--- src/abb_pkg.sv ---
package abb_pkg;

  // Configuration register indexes
  localparam int unsigned CfgIdxW = 3;
  localparam logic [CfgIdxW-1:0] REG_SCREEN_WIDTH   = 3'd0;
  localparam logic [CfgIdxW-1:0] REG_TEXTURE_WIDTH  = 3'd1;
  localparam logic [CfgIdxW-1:0] REG_TEXTURE_HEIGHT = 3'd2;
  localparam logic [CfgIdxW-1:0] REG_POS_X          = 3'd3;
  localparam logic [CfgIdxW-1:0] REG_POS_Y          = 3'd4;

  localparam int unsigned CfgDataW = 12;
  localparam int unsigned DimW     = 12;
  localparam int unsigned PosW     = 11;
  localparam int unsigned ChanW    = 8;
  localparam int unsigned IndexW   = 22;

  localparam int unsigned InDataW  = 56;
  localparam int unsigned OutDataW = 48;

  localparam int unsigned MAX_DIM_DEF = 2048;

  localparam logic [DimW-1:0] SCREEN_WIDTH_RST   = 12'd1280;
  localparam logic [DimW-1:0] TEXTURE_WIDTH_RST  = 12'd64;
  localparam logic [DimW-1:0] TEXTURE_HEIGHT_RST = 12'd64;
  localparam logic [PosW-1:0] POS_X_RST          = 11'd200;
  localparam logic [PosW-1:0] POS_Y_RST          = 11'd200;

  typedef struct packed {
    logic [ChanW-1:0] tex_blue;
    logic [ChanW-1:0] tex_green;
    logic [ChanW-1:0] tex_red;
    logic [ChanW-1:0] tex_alpha;
    logic [ChanW-1:0] dst_blue;
    logic [ChanW-1:0] dst_green;
    logic [ChanW-1:0] dst_red;
  } pixel_t;

  // dst + floor(alpha * (src - dst) / 256)
  function automatic logic [ChanW-1:0] blend(input logic [ChanW-1:0] src,
                                             input logic [ChanW-1:0] dst,
                                             input logic [ChanW-1:0] alpha);
    logic signed [ChanW:0]       diff;
    logic signed [2*ChanW+1:0]   prod;
    logic signed [2*ChanW+1:0]   q;
    diff = $signed({1'b0, src}) - $signed({1'b0, dst});
    prod = $signed({1'b0, alpha}) * diff;
    q    = prod >>> ChanW;
    return dst + q[ChanW-1:0];
  endfunction

endpackage

--- src/alpha_blend_blitter_top.sv ---
// Alpha-blending sprite blitter.
// Input stream (s_axis): one texture pixel per transaction in row-major order, together
// with the destination pixel already read from the framebuffer. Output stream (m_axis):
// destination pixel index and the three blended channels in tdata, the clip flag in
// tuser and the final pixel of the rectangle in tlast.
// Configuration (cfg_*): register index plus data; any write to a known register also
// restarts the walk at the top-left pixel. Write only while the block is drained.
// Pipeline: an accepted pixel passes the input stage register, then the result
// register holding the blend. Throughput: one pixel per clock while the output is
// not stalled; the index path is one 11x12 multiply plus a three-input 22-bit add,
// the blend one 9x9 multiply per channel. Stall: when the receiver drops tready the
// result holds and one more pixel is taken into an empty input stage; after that
// s_axis_tready falls until the output moves.
// Reset: pipeline empties, counters clear and the registers return to their
// defaults (screen 1280 wide, 64x64 texture at column 200, row 200).
module alpha_blend_blitter_top #(
  parameter int unsigned MAX_DIM = abb_pkg::MAX_DIM_DEF
) (
  input  logic                          clk_i,
  input  logic                          rst_ni,
  // config write channel
  input  logic                          cfg_valid_i,
  output logic                          cfg_ready_o,
  input  logic [abb_pkg::CfgIdxW-1:0]   cfg_index_i,
  input  logic [abb_pkg::CfgDataW-1:0]  cfg_data_i,
  // input stream
  input  logic                          s_axis_tvalid,
  output logic                          s_axis_tready,
  // tex_blue, tex_green, tex_red, tex_alpha, dst_blue, dst_green, dst_red
  input  logic [abb_pkg::InDataW-1:0]   s_axis_tdata,
  // output stream
  output logic                          m_axis_tvalid,
  input  logic                          m_axis_tready,
  // pixel_index[21:0], out_blue, out_green, out_red, 2 zero bits
  output logic [abb_pkg::OutDataW-1:0]  m_axis_tdata,
  // outside
  output logic                          m_axis_tuser,
  output logic                          m_axis_tlast
);

  localparam int unsigned CW   = $clog2(MAX_DIM);
  localparam int unsigned DW   = (CW + 1 > abb_pkg::DimW) ? CW + 1 : abb_pkg::DimW;
  localparam int unsigned DCW  = ((CW > abb_pkg::PosW) ? CW : abb_pkg::PosW) + 1;
  localparam int unsigned IW   = abb_pkg::IndexW;
  localparam int unsigned PW   = abb_pkg::PosW + abb_pkg::DimW;
  localparam int unsigned CH   = abb_pkg::ChanW;

  // config registers
  logic [abb_pkg::DimW-1:0] screen_w_q, tex_w_q, tex_h_q;
  logic [abb_pkg::PosW-1:0] pos_x_q, pos_y_q;
  logic                     cfg_hit;

  // traversal state
  logic [CW-1:0] col_q, col_d, row_q, row_d;
  logic [IW-1:0] row_base_q, row_base_d;

  // stage 1 (input register) and stage 2 (result register)
  logic            v1_q, v2_q;
  abb_pkg::pixel_t pix1_q;
  logic [IW-1:0]   idx1_q, idx2_q;
  logic            outside1_q, outside2_q, last1_q, last2_q;
  logic [CH-1:0]   blue2_q, green2_q, red2_q;

  logic            s_acc, adv1, adv2;
  abb_pkg::pixel_t pix_in;
  logic [DW-1:0]   tw, th;
  logic [DCW-1:0]  dst_col;
  logic [PW-1:0]   base_prod;
  logic [IW-1:0]   idx_in;
  logic            row_end, col_end, last_in, outside_in;

  assign cfg_ready_o = 1'b1;

  always_comb begin
    cfg_hit = 1'b0;
    case (cfg_index_i)
      abb_pkg::REG_SCREEN_WIDTH, abb_pkg::REG_TEXTURE_WIDTH,
      abb_pkg::REG_TEXTURE_HEIGHT, abb_pkg::REG_POS_X, abb_pkg::REG_POS_Y: cfg_hit = 1'b1;
      default: cfg_hit = 1'b0;
    endcase
    cfg_hit = cfg_hit & cfg_valid_i;
  end

  always_ff @(posedge clk_i or negedge rst_ni) begin
    if (!rst_ni) begin
      screen_w_q <= abb_pkg::SCREEN_WIDTH_RST;
      tex_w_q    <= abb_pkg::TEXTURE_WIDTH_RST;
      tex_h_q    <= abb_pkg::TEXTURE_HEIGHT_RST;
      pos_x_q    <= abb_pkg::POS_X_RST;
      pos_y_q    <= abb_pkg::POS_Y_RST;
    end else if (cfg_valid_i) begin
      case (cfg_index_i)
        abb_pkg::REG_SCREEN_WIDTH:   screen_w_q <= cfg_data_i;
        abb_pkg::REG_TEXTURE_WIDTH:  tex_w_q    <= cfg_data_i;
        abb_pkg::REG_TEXTURE_HEIGHT: tex_h_q    <= cfg_data_i;
        abb_pkg::REG_POS_X:          pos_x_q    <= cfg_data_i[abb_pkg::PosW-1:0];
        abb_pkg::REG_POS_Y:          pos_y_q    <= cfg_data_i[abb_pkg::PosW-1:0];
        default: ;
      endcase
    end
  end

  // handshake: stage 2 empties on output transaction, stage 1 moves when stage 2 frees
  assign adv2          = !v2_q || m_axis_tready;
  assign adv1          = v1_q && adv2;
  assign s_axis_tready = !v1_q || adv2;
  assign s_acc         = s_axis_tvalid && s_axis_tready;

  // clamped texture size: zero counts as one, saturate at MAX_DIM
  always_comb begin
    if (tex_w_q == '0) begin
      tw = DW'(1);
    end else if (DW'(tex_w_q) > DW'(MAX_DIM)) begin
      tw = DW'(MAX_DIM);
    end else begin
      tw = DW'(tex_w_q);
    end
    if (tex_h_q == '0) begin
      th = DW'(1);
    end else if (DW'(tex_h_q) > DW'(MAX_DIM)) begin
      th = DW'(MAX_DIM);
    end else begin
      th = DW'(tex_h_q);
    end
  end

  // tex_blue is the lowest byte on the bus but the top member of the struct
  assign pix_in     = abb_pkg::pixel_t'({s_axis_tdata[7:0], s_axis_tdata[15:8],
                                         s_axis_tdata[23:16], s_axis_tdata[31:24],
                                         s_axis_tdata[39:32], s_axis_tdata[47:40],
                                         s_axis_tdata[55:48]});
  assign dst_col    = DCW'(pos_x_q) + DCW'(col_q);
  assign base_prod  = PW'(pos_y_q) * PW'(screen_w_q);
  assign idx_in     = base_prod[IW-1:0] + row_base_q + IW'(dst_col);
  assign outside_in = DCW'(screen_w_q) <= dst_col;
  assign row_end    = (DW'(col_q) + DW'(1)) >= tw;
  assign col_end    = (DW'(row_q) + DW'(1)) >= th;
  assign last_in    = row_end && col_end;

  always_comb begin
    col_d      = col_q;
    row_d      = row_q;
    row_base_d = row_base_q;
    if (cfg_hit || (s_acc && last_in)) begin
      col_d      = '0;
      row_d      = '0;
      row_base_d = '0;
    end else if (s_acc && row_end) begin
      col_d      = '0;
      row_d      = row_q + CW'(1);
      row_base_d = row_base_q + IW'(screen_w_q);
    end else if (s_acc) begin
      col_d      = col_q + CW'(1);
    end
  end

  always_ff @(posedge clk_i or negedge rst_ni) begin
    if (!rst_ni) begin
      col_q      <= '0;
      row_q      <= '0;
      row_base_q <= '0;
      v1_q       <= 1'b0;
      v2_q       <= 1'b0;
    end else begin
      col_q      <= col_d;
      row_q      <= row_d;
      row_base_q <= row_base_d;
      if (s_axis_tready) begin
        v1_q <= s_axis_tvalid;
      end
      if (adv2) begin
        v2_q <= v1_q;
      end
    end
  end

  always_ff @(posedge clk_i) begin
    if (s_acc) begin
      pix1_q     <= pix_in;
      idx1_q     <= idx_in;
      outside1_q <= outside_in;
      last1_q    <= last_in;
    end
    if (adv1) begin
      idx2_q     <= idx1_q;
      outside2_q <= outside1_q;
      last2_q    <= last1_q;
      blue2_q    <= abb_pkg::blend(pix1_q.tex_blue, pix1_q.dst_blue, pix1_q.tex_alpha);
      green2_q   <= abb_pkg::blend(pix1_q.tex_green, pix1_q.dst_green, pix1_q.tex_alpha);
      red2_q     <= abb_pkg::blend(pix1_q.tex_red, pix1_q.dst_red, pix1_q.tex_alpha);
    end
  end

  assign m_axis_tvalid = v2_q;
  assign m_axis_tdata  = {2'b00, red2_q, green2_q, blue2_q, idx2_q};
  assign m_axis_tuser  = outside2_q;
  assign m_axis_tlast  = last2_q;

  // counters never leave the clamped rectangle
  assert property (@(posedge clk_i) disable iff (!rst_ni)
    (DW'(col_q) < tw) && (DW'(row_q) < th))
    else $error("traversal counter outside texture rectangle");

  // the final pixel restarts the walk
  assert property (@(posedge clk_i) disable iff (!rst_ni)
    (s_acc && last_in) |=> (col_q == '0) && (row_q == '0) && (row_base_q == '0))
    else $error("counters not cleared after final pixel");

  // a stalled result is not overwritten by the input stage
  assert property (@(posedge clk_i) disable iff (!rst_ni)
    (v2_q && !m_axis_tready) |=> v2_q && $stable(idx2_q) && $stable(blue2_q)
                                 && $stable(last2_q))
    else $error("stalled result changed");

  // stage 1 holds while stage 2 is blocked
  assert property (@(posedge clk_i) disable iff (!rst_ni)
    (v1_q && !adv2) |=> v1_q && $stable(idx1_q))
    else $error("input stage lost a pixel under stall");

endmodule

--- config.mk ---
export PLATFORM = sky130hd
export DESIGN_NAME = alpha_blend_blitter_top
export DESIGN_NICKNAME = d
export VERILOG_FILES = /design/src/abb_pkg.sv /design/src/alpha_blend_blitter_top.sv
export SDC_FILE = /design/constraint.sdc
export NUM_CORES = 1
export LEC_CHECK = 0
export BUFFER_PORTS_ARGS = -buffer_cell sky130_fd_sc_hd__buf_2
export CAP_MARGIN = 20
export CELL_PAD_IN_SITES_DETAIL_PLACEMENT = 0
export CELL_PAD_IN_SITES_GLOBAL_PLACEMENT = 1
export CORE_MARGIN = 2
export CORE_UTILIZATION = 55
export DETAILED_ROUTE_END_ITERATION = 6
export PLACE_DENSITY = 0.94
export SLEW_MARGIN = 5
export SYNTH_ARGS = -nofsm -noshare
export SYNTH_HDL_FRONTEND = slang
export SYNTH_SLANG_ARGS = --single-unit
--- constraint.sdc ---
create_clock -name clk_i -period 14.9 [get_ports clk_i]
set_input_delay 0.745 -clock clk_i [delete_from_list [all_inputs] [get_ports clk_i]]
set_output_delay 0.745 -clock clk_i [all_outputs]
set_load 0.05 [all_outputs]
==> metrics.cfg, run 1 <==
[synthesis]
ys_async_sr_fraction = 0.448
yosys_warnings = 0
synth_seq_cells = 232
avgSynthCellArea_sq_um = 10.3
synthFlopType = edfxtp_1
synth_common_cells = 332 x inv_1, 282 x ha_1, 255 x fa_1
synth-edff-count = 128
ys_seq_area_frac = 0.274
synth_area_leaders = fa_1 22%, edfxtp_1 16%, ha_1 15%
synth_top_area_frac = 0.216
syn_area_sq_um = 23600
syn_inst = 2284
yosys.area.top_type = fa_1
synth.most_common_cell = inv_1
ys_types = 72

[global_route]
grt-ovfl-total = 0
grt_max_degree = 73
grt.total_usage = 0.239
first_global_vias = 17600
antenna_found_initial = 1
grt_pass1_wl_um = 85700

[critical_path]
crit_fanout = 8
cp.required_ns = 15.24
max_stage_delay_ns = 0.54
cp_slowest_cell = fa_1
cpMostUsedCell = fa_1
worstSetupStartpointType = flop
cp.arrival_ns = 8.52
crit_type = reg2reg
endpoint_kind = flop

[die]
die_y_um = 211
initial_utilization = 0.560
row_count = 75
core_area_sq_um = 42100
dieArea_sq_um = 44600
die-width_um = 211
design.portCount = 129

[cts]
cts_resized = 0
hold_buffers = 0
clock_latency_ns = 0.59
cts_setup_buffers = 0
cts_buffers = 28
path_clk_slew_ns = 0.07
h-tree-depth = 1
cts_buffer_depth = 3
cts_sinks = 232
cts_tree = yes
cts.root.buffer_cell = clkbuf_16

[timing]
maxSlewViolCount = 0
rsz0062_at_grt = false
hold_violations = 0
max_slew.worst_pin.slew_ns = 1.14
period_share = 0.549
period_minus_slack_ns = 8.18
slew_headroom = 0.242
max_freq_mhz = 122
skew_ns = 0.0147
finalSetupTns_ns = 0
setup_viol = 0

[drt]
wl_um = 50500
routedWlPerCell_um = 17.1
detail-route-antenna-nets = 0
vias = 16200
first_pass_iters = 4
drt_iter0_drc = 684
drc = 0
vias_per_cell = 5.48

[final_layout]
fillers = 3460
final_area_sq_um = 25800
drive_above_1_share = 0.122
fin_nets = 3001
area_delta_synth_final_pct = 9.13
seq_area_sq_um = 6460
multiInputGateArea_sq_um = 15600

[status]
status = complete, no violations

[hold_path]
hp-class = in2async

[flow_run]
drv_cap = 0

[placement]
placed_area_sq_um = 24800
gp_congestion = 0.882
place.port_buffers = 125
dp_hpwl_um = 38300

## final timing paths
kind                            startpoint        endpoint  slack, ns  cells past startpoint
min in group clk_i         s_axis_tdata[2]      pix1_q[50]       0.33                      1
max in group asynchronous           rst_ni        row_q[6]      13.51                      2
hold / removal                      rst_ni  row_base_q[16]       0.10                      1
hold reg to reg                  idx1_q[7]       idx2_q[7]       0.41                      0
setup reg to reg                 pix1_q[1]       red2_q[7]       6.72                     31
setup / recovery                 pix1_q[1]       red2_q[7]       6.72                     31
## metal layers
layer / vias to the layer above / GRT usage / part of all wire
li1: 7630 / - / -
met1: 8081 / 0.299 / 0.42
met2: 334 / 0.424 / 0.50
met3: 111 / 0.0314 / 0.042
met4: 0 / 0.0831 / 0.036
met5: - / 0 / 0
## final cells by class
cell class | instances | share of cell area
Antenna cell | 1 | 0.0000971
Clock buffer | 33 | 0.0291
Clock inverter | 19 | 0.00967
Inverter | 332 | 0.0485
Timing Repair Buffer | 143 | 0.0296
Sequential cell | 232 | 0.251
Multi-Input combinational cell | 1651 | 0.606
Tap cell | 539 | 0.0262
## worst max-delay path: cells and delay by family, from the launching register on
kind | cells | cell delay, ns
xor gates and xnor gates | 3 | 0.45
adders and majority gates | 8 | 3.49
AOI/OAI and AO/OA | 11 | 2.45
buffers and inverters | 4 | 0.23
and+or+nand+nor | 4 | 0.41
muxes | 1 | 0.41
DFF | 1 | 0.47
## layout by cell type (no fill, tap or decap), types with 12 or more instances in the layout
master / count
nand2_1: 241
nor2b_1: 26
a21oi_1: 57
and2_1: 129
nand3_1: 16
o21bai_1: 12
buf_2: 124
mux2i_1: 19
dfrtp_1: 94
xnor2_1: 100
edfxtp_1: 128
nand2b_1: 76
nor3_1: 19
ha_1: 282
buf_4: 19
nor2_1: 93
o21a_1: 22
inv_1: 331
a21o_1: 28
xor2_1: 31
clkbuf_16: 29
fa_1: 255
o21ai_0: 50
mux2_2: 61
## metrics by stage
stage	cells	util	hold WS, ns	setup WS, ns
after floorplan	2285	-	0.400	7.34
after detailed placement	2897	0.588	0.405	6.71
after CTS	2949	0.611	0.0878	6.68
after global routing	2950	0.611	0.119	6.13
after global placement	2897	0.588	0.401	6.94
final	2950	0.611	0.105	6.72
## flip-flops by register name (all words and copies together), names as in the netlist, 11 cells and up
| name | cells |
|---|---|
| tex_w_q | 12 |
| pos_x_q | 11 |
| row_q | 11 |
| pix1_q | 56 |
| idx2_q | 22 |
| row_base_q | 22 |
| screen_w_q | 12 |
| idx1_q | 22 |
| col_q | 11 |
| tex_h_q | 12 |
| pos_y_q | 11 |
## cell families (layout without fill, tap and decap cells)
logic type / after synthesis / count (layout) / synth area share
other: 2 / 4 / 0.000318
AO/OA/AOI/OAI: 236 / 236 / 0.0670
multiplexers: 80 / 80 / 0.0372
flip-flops: 232 / 232 / 0.274
buffers and inverters: 402 / 527 / 0.0659
adder cells (fa/ha/maj): 537 / 537 / 0.366
AND/OR/NAND/NOR: 664 / 664 / 0.142
XOR/XNOR: 131 / 131 / 0.0486
Power of run 1 is not shown: default switching activity piles up to over one toggle a cycle in this logic, so the estimate is an artifact.
==> inputs of run 2 (changes only) <==
- CORE_UTILIZATION: 55 -> 46
- PLACE_DENSITY: 0.94 -> 0.84
- clock period: 14.9 -> 6.8 ns (I/O delays scaled with it)
==> run 2 against run 1 <==
  * The run now ends with setup timing left
  * Critical endpoint is now green2_q[7]
  * Cell count up 12%
  * Critical path type unchanged
  * Via count up 5.3%
  * Global-route usage down 2.7 points
==> metrics.cfg, run 2 (synthesis gave the netlist of run 1 again) <==
[status]
status = finished, violations left
violations = setup timing

[drt]
detail-route-antenna-nets = 0  ; unchanged
drt_iter0_drc = 600  ; -12%
drc = 0  ; unchanged
first_pass_iters = 5  ; +1
vias = 17000  ; +5.3%
wl_um = 54500  ; +8.0%
routedWlPerCell_um = 16.5  ; -3.6%
vias_per_cell = 5.15  ; -6.0%

[critical_path]
crit_type = reg2reg
cp_slowest_cell = fa_1
cpLargestDelayFamily = adder cells
crit_fanout = 3  ; -5
cp.required_ns = 7.13  ; -8.11 ns
cp.arrival_ns = 7.53  ; -0.99 ns
max_stage_delay_ns = 0.56  ; +0.02 ns
endpoint_kind = flop
critPathBufInv = 4  ; unchanged
reg2reg_slack_ns = -0.40  ; -7.12 ns
cpMostUsedCell = fa_1
worstSetupStartpointType = flop

[final_layout]
fin_nets = 3215  ; +7.1%
drive_above_1_share = 0.213  ; +0.0906
largest_reg_flops = 56  ; unchanged
area_delta_synth_final_pct = 20.3
most-common-layout-cells = 325 x inv_1, 273 x ha_1, 250 x fa_1
multiInputGateArea_sq_um = 16300  ; +4.2%
fillers = 4340  ; +25%
antenna_cells = 0  ; -1
layout_commonest_cell = inv_1
seq_area_sq_um = 6460  ; about the same
largest-register = pix1_q
final-instance-count-excl-fill = 3305  ; +12%

[timing]
hold_violations = 0  ; unchanged
max_freq_mhz = 139  ; +14%
period_minus_slack_ns = 7.20  ; -0.983 ns
maxSlewViolCount = 0  ; unchanged
skew_ns = 0.0195  ; +0.00479 ns
period_share = 1.06  ; +0.509
max_slew.worst_pin.slew_ns = 1.08  ; -0.0591 ns
finalWorstSetupSlack_ns = -0.396  ; -7.12 ns
rsz0062_at_grt = true
slew_headroom = 0.281  ; +0.0394
setup_viol = 8  ; +8

[die]
row_count = 83  ; +11%
die_y_um = 231  ; +9.2%
dieArea_sq_um = 53100  ; +19%
initial_utilization = 0.463  ; -0.0973
core_area_sq_um = 51000  ; +21%
die-width_um = 231  ; +9.2%
design.portCount = 129  ; unchanged

[cts]
cts_buffers = 29  ; +3.6%
h-tree-depth = 1  ; unchanged
path_clk_slew_ns = 0.06  ; about the same
cts.root.buffer_cell = clkbuf_16
cts_sinks = 232  ; unchanged
cts_tree = yes
clock_latency_ns = 0.59  ; about the same
cts_buffer_depth = 3  ; unchanged

[global_route]
antenna_found_initial = 3  ; +2
grt_max_degree = 73  ; unchanged
first_global_vias = 18400  ; +4.5%
grt.total_usage = 0.211  ; -0.0272
grt_use_met1 = 0.258  ; -0.0412
met3_usage = 0.0242  ; -0.00716
busiest_layer = met2
grt_pass1_wl_um = 90900  ; +6.1%
grtUsageMet2 = 0.393  ; -0.0313
grt-ovfl-total = 0  ; unchanged

[hold_path]
hp-class = in2reg

[placement]
dp_hpwl_um = 41500  ; +8.4%
gp_congestion = 0.876  ; -0.61%
dp_slack_ns = -0.490  ; -7.20 ns
place.port_buffers = 125  ; unchanged
dpl.cell_count = 3171  ; +9.5%

[flow_run]
drv_cap = 0  ; unchanged

[run 2: final timing paths]
| path | start | to | cells after the start |
|---|---|---|---|
| worst min register to register | idx1_q[0] | idx2_q[0] | 0 |
| worst min-delay path | m_axis_tready | m_axis_tvalid | 3 |
| max in group asynchronous | rst_ni | col_q[0] | 3 |
| min in group asynchronous | rst_ni | row_base_q[20] | 2 |
| worst max-delay path | pix1_q[9] | green2_q[7] | 30 |
| worst max register to register | pix1_q[9] | green2_q[7] | 30 |
[run 2: worst min-delay path: cells and delay by family]
family	cells	cell delay (ns)
and+or+nand+nor	2	0.17
buffers and inverters	1	0.08
[run 2: layout make-up]
type	instances	area share
clock buffer	38	0.0293
clock inverter	16	0.00564
inverter	332	0.0440
multi-input combinational	1651	0.573
sequential	232	0.228
tap	680	0.0300
timing repair buffer	356	0.0902
[run 2: timing repair]
| item | CTS | global route |
|---|---|---|
| setup buffers | 17 | 14 |
| pin swaps | 50 | 73 |
| hold buffers | 58 | 0 |
| endpoints found under the hold margin | 88 | 0 |
| gates resized for setup | 53 | 76 |
| endpoints found under the setup margin | 11 | 18 |
[run 2: stage by stage]
stage | setup TNS (ns) | hold slack [ns] | util | cell area (sq um)
detailed placement | -2.43 | 0.315 | 0.512 | 26100
finish | -1.35 | 0.0523 | 0.557 | 28400
floorplan | -0.547 | 0.0444 | - | 23800
global placement | -1.27 | 0.308 | 0.512 | 26100
CTS | -0.988 | 0.00408 | 0.549 | 28000
global route | -4.75 | 0.0563 | 0.557 | 28400
[run 2: metal layers]
metal	part of all wire	vias up	routed length [um]
met5	0.00031	-	17
met4	0.025	2	1350
met3	0.034	98	1880
met2	0.53	288	29000
met1	0.41	8556	22300
li1	-	8066	-
Power of run 2 is left out for the same reason.
==> inputs of run 3 (changes only) <==
- CORE_ASPECT_RATIO: not set -> 2
- HOLD_SLACK_MARGIN: not set -> 0.12
==> run 3 against run 2 <==
  * The flow still finishes with violations (setup timing)
  * Cell count is 0.51% lower
  * Clock skew is 0.015 ns higher
  * Core utilization is 0.076 points higher
  * Global-route usage is 2.3 points higher
  * Critical path depth is 1 higher
  * Routed wire length is 12% higher
  * Critical path type unchanged
==> metrics.cfg, run 3 (synthesis gave the netlist of run 1 again) <==
[cts]
cts_buffer_depth = 3  ; unchanged
clock_latency_ns = 0.59  ; about the same
h-tree-depth = 1  ; unchanged
cts_buffers = 25  ; -14%
cts_tree = yes
cts_sinks = 232  ; unchanged
path_clk_slew_ns = 0.07  ; about the same
cts.root.buffer_cell = clkbuf_16

[critical_path]
worstSetupStartpointType = flop
cpMostUsedCell = fa_1
crit_type = reg2reg
critPathBufInv = 3  ; -1
endpoint_kind = flop
cp.required_ns = 7.14  ; about the same
max_stage_delay_ns = 0.52  ; -0.04 ns
cp.arrival_ns = 7.54  ; about the same
cp_slowest_cell = fa_1
cpLargestDelayFamily = adder cells
crit_fanout = 4  ; +1

[drt]
drt_iter0_drc = 630  ; +5.0%
drc = 0  ; unchanged
wl_um = 61300  ; +12%
detail-route-antenna-nets = 0  ; unchanged
first_pass_iters = 7  ; +2
vias = 17500  ; +2.8%
routedWlPerCell_um = 18.6  ; +13%
vias_per_cell = 5.32  ; +3.3%

[timing]
rsz0062_at_grt = true
hold_violations = 0  ; unchanged
period_minus_slack_ns = 7.20  ; +0.00121 ns
maxSlewViolCount = 0  ; unchanged
period_share = 1.06  ; about the same
max_freq_mhz = 139  ; about the same
setup_viol = 8  ; unchanged
skew_ns = 0.0348  ; +0.0153 ns
max_slew.worst_pin.slew_ns = 1.09  ; +0.00733 ns
slew_headroom = 0.276  ; -0.00489
finalWorstSetupSlack_ns = -0.397  ; -0.00121 ns

[die]
dieArea_sq_um = 53300  ; +0.20%
die-width_um = 164  ; -29%
die_y_um = 324  ; +41%
initial_utilization = 0.465  ; +0.00176
core_area_sq_um = 50800  ; -0.38%
design.portCount = 129  ; unchanged
row_count = 117  ; +41%

[global_route]
grt_pass1_wl_um = 96900  ; +6.6%
grt.total_usage = 0.234  ; +0.0227
grt_max_degree = 80  ; +9.6%
grt-ovfl-total = 0  ; unchanged
first_global_vias = 19500  ; +5.9%
antenna_found_initial = 0  ; -3

[status]
violations = setup timing
status = finished, violations left

[placement]
dp_slack_ns = -0.581  ; -0.0902 ns
dp_hpwl_um = 48400  ; +17%
gp_congestion = 0.897  ; +2.4%
place.port_buffers = 125  ; unchanged

[flow_run]
drv_cap = 0  ; unchanged

[final_layout]
fin_nets = 3228  ; +0.40%
layout_commonest_cell = inv_1
area_delta_synth_final_pct = 20.0
largest-register = pix1_q
fillers = 4338  ; -0.046%
largest_reg_flops = 56  ; unchanged
most-common-layout-cells = 325 x inv_1, 275 x ha_1, 249 x fa_1
drive_above_1_share = 0.209  ; -0.00376
antenna_cells = 0  ; unchanged

[hold_path]
hp-class = in2reg

run 3: path summary, 6_finish.rpt:
check | cells after the start | slack (ns) | startpoint | to
worst max-delay path | 31 | -0.40 | pix1_q[33] | red2_q[7]
worst min-delay path | 2 | 0.16 | cfg_data_i[3] | screen_w_q[3]
worst max register to register | 31 | -0.40 | pix1_q[33] | red2_q[7]
worst min register to register | 0 | 0.42 | idx1_q[21] | idx2_q[21]
max in group asynchronous | 4 | 5.40 | rst_ni | pos_y_q[6]
min in group asynchronous | 2 | 0.23 | rst_ni | row_base_q[5]
run 3: stage by stage:
step | instance area, sq um | hold WS [ns] | utilization | TNS (ns) | instances
5_1_grt | 28300 | 0.161 | 0.557 | -4.57 | 3288
3_3_place_gp | 26100 | 0.281 | 0.514 | -2.30 | 3148
4_1_cts | 28000 | 0.138 | 0.551 | -1.14 | 3280
2_1_floorplan | 23800 | 0.0444 | - | -0.547 | 2285
3_5_place_dp | 26100 | 0.286 | 0.514 | -4.00 | 3148
6_report | 28300 | 0.160 | 0.557 | -1.39 | 3288
run 3: routing by layer:
metal	vias up	share of wire	routed length (um)	track usage
met3	195	0.030	1820	0.0198
met4	0	0.063	3870	0.130
li1	8087	-	-	-
met2	407	0.59	35900	0.481
met5	-	0	0	0
met1	8794	0.32	19700	0.214
run 3: final cells by class:
cell class | instances | area, sq um | area share
flip-flops and latches | 232 | 6460 | 0.228
repair buffers | 373 | 2720 | 0.0962
well taps | 654 | 818 | 0.0289
multi-input cells | 1651 | 16200 | 0.572
inverters | 332 | 1250 | 0.0441
clock inverters | 16 | 190 | 0.00672
clock buffers | 30 | 676 | 0.0239
run 3: timing repair:
item                                    in CTS  in global routing
gates resized for setup                     51                 62
hold endpoints to repair                   118                  0
endpoints found under the setup margin      13                 20
gates cloned                                 0                  0
pin swaps                                   61                 59
buffers inserted                            22                 14
hold buffers                                68                  0
Power of run 3 is left out for the same reason.
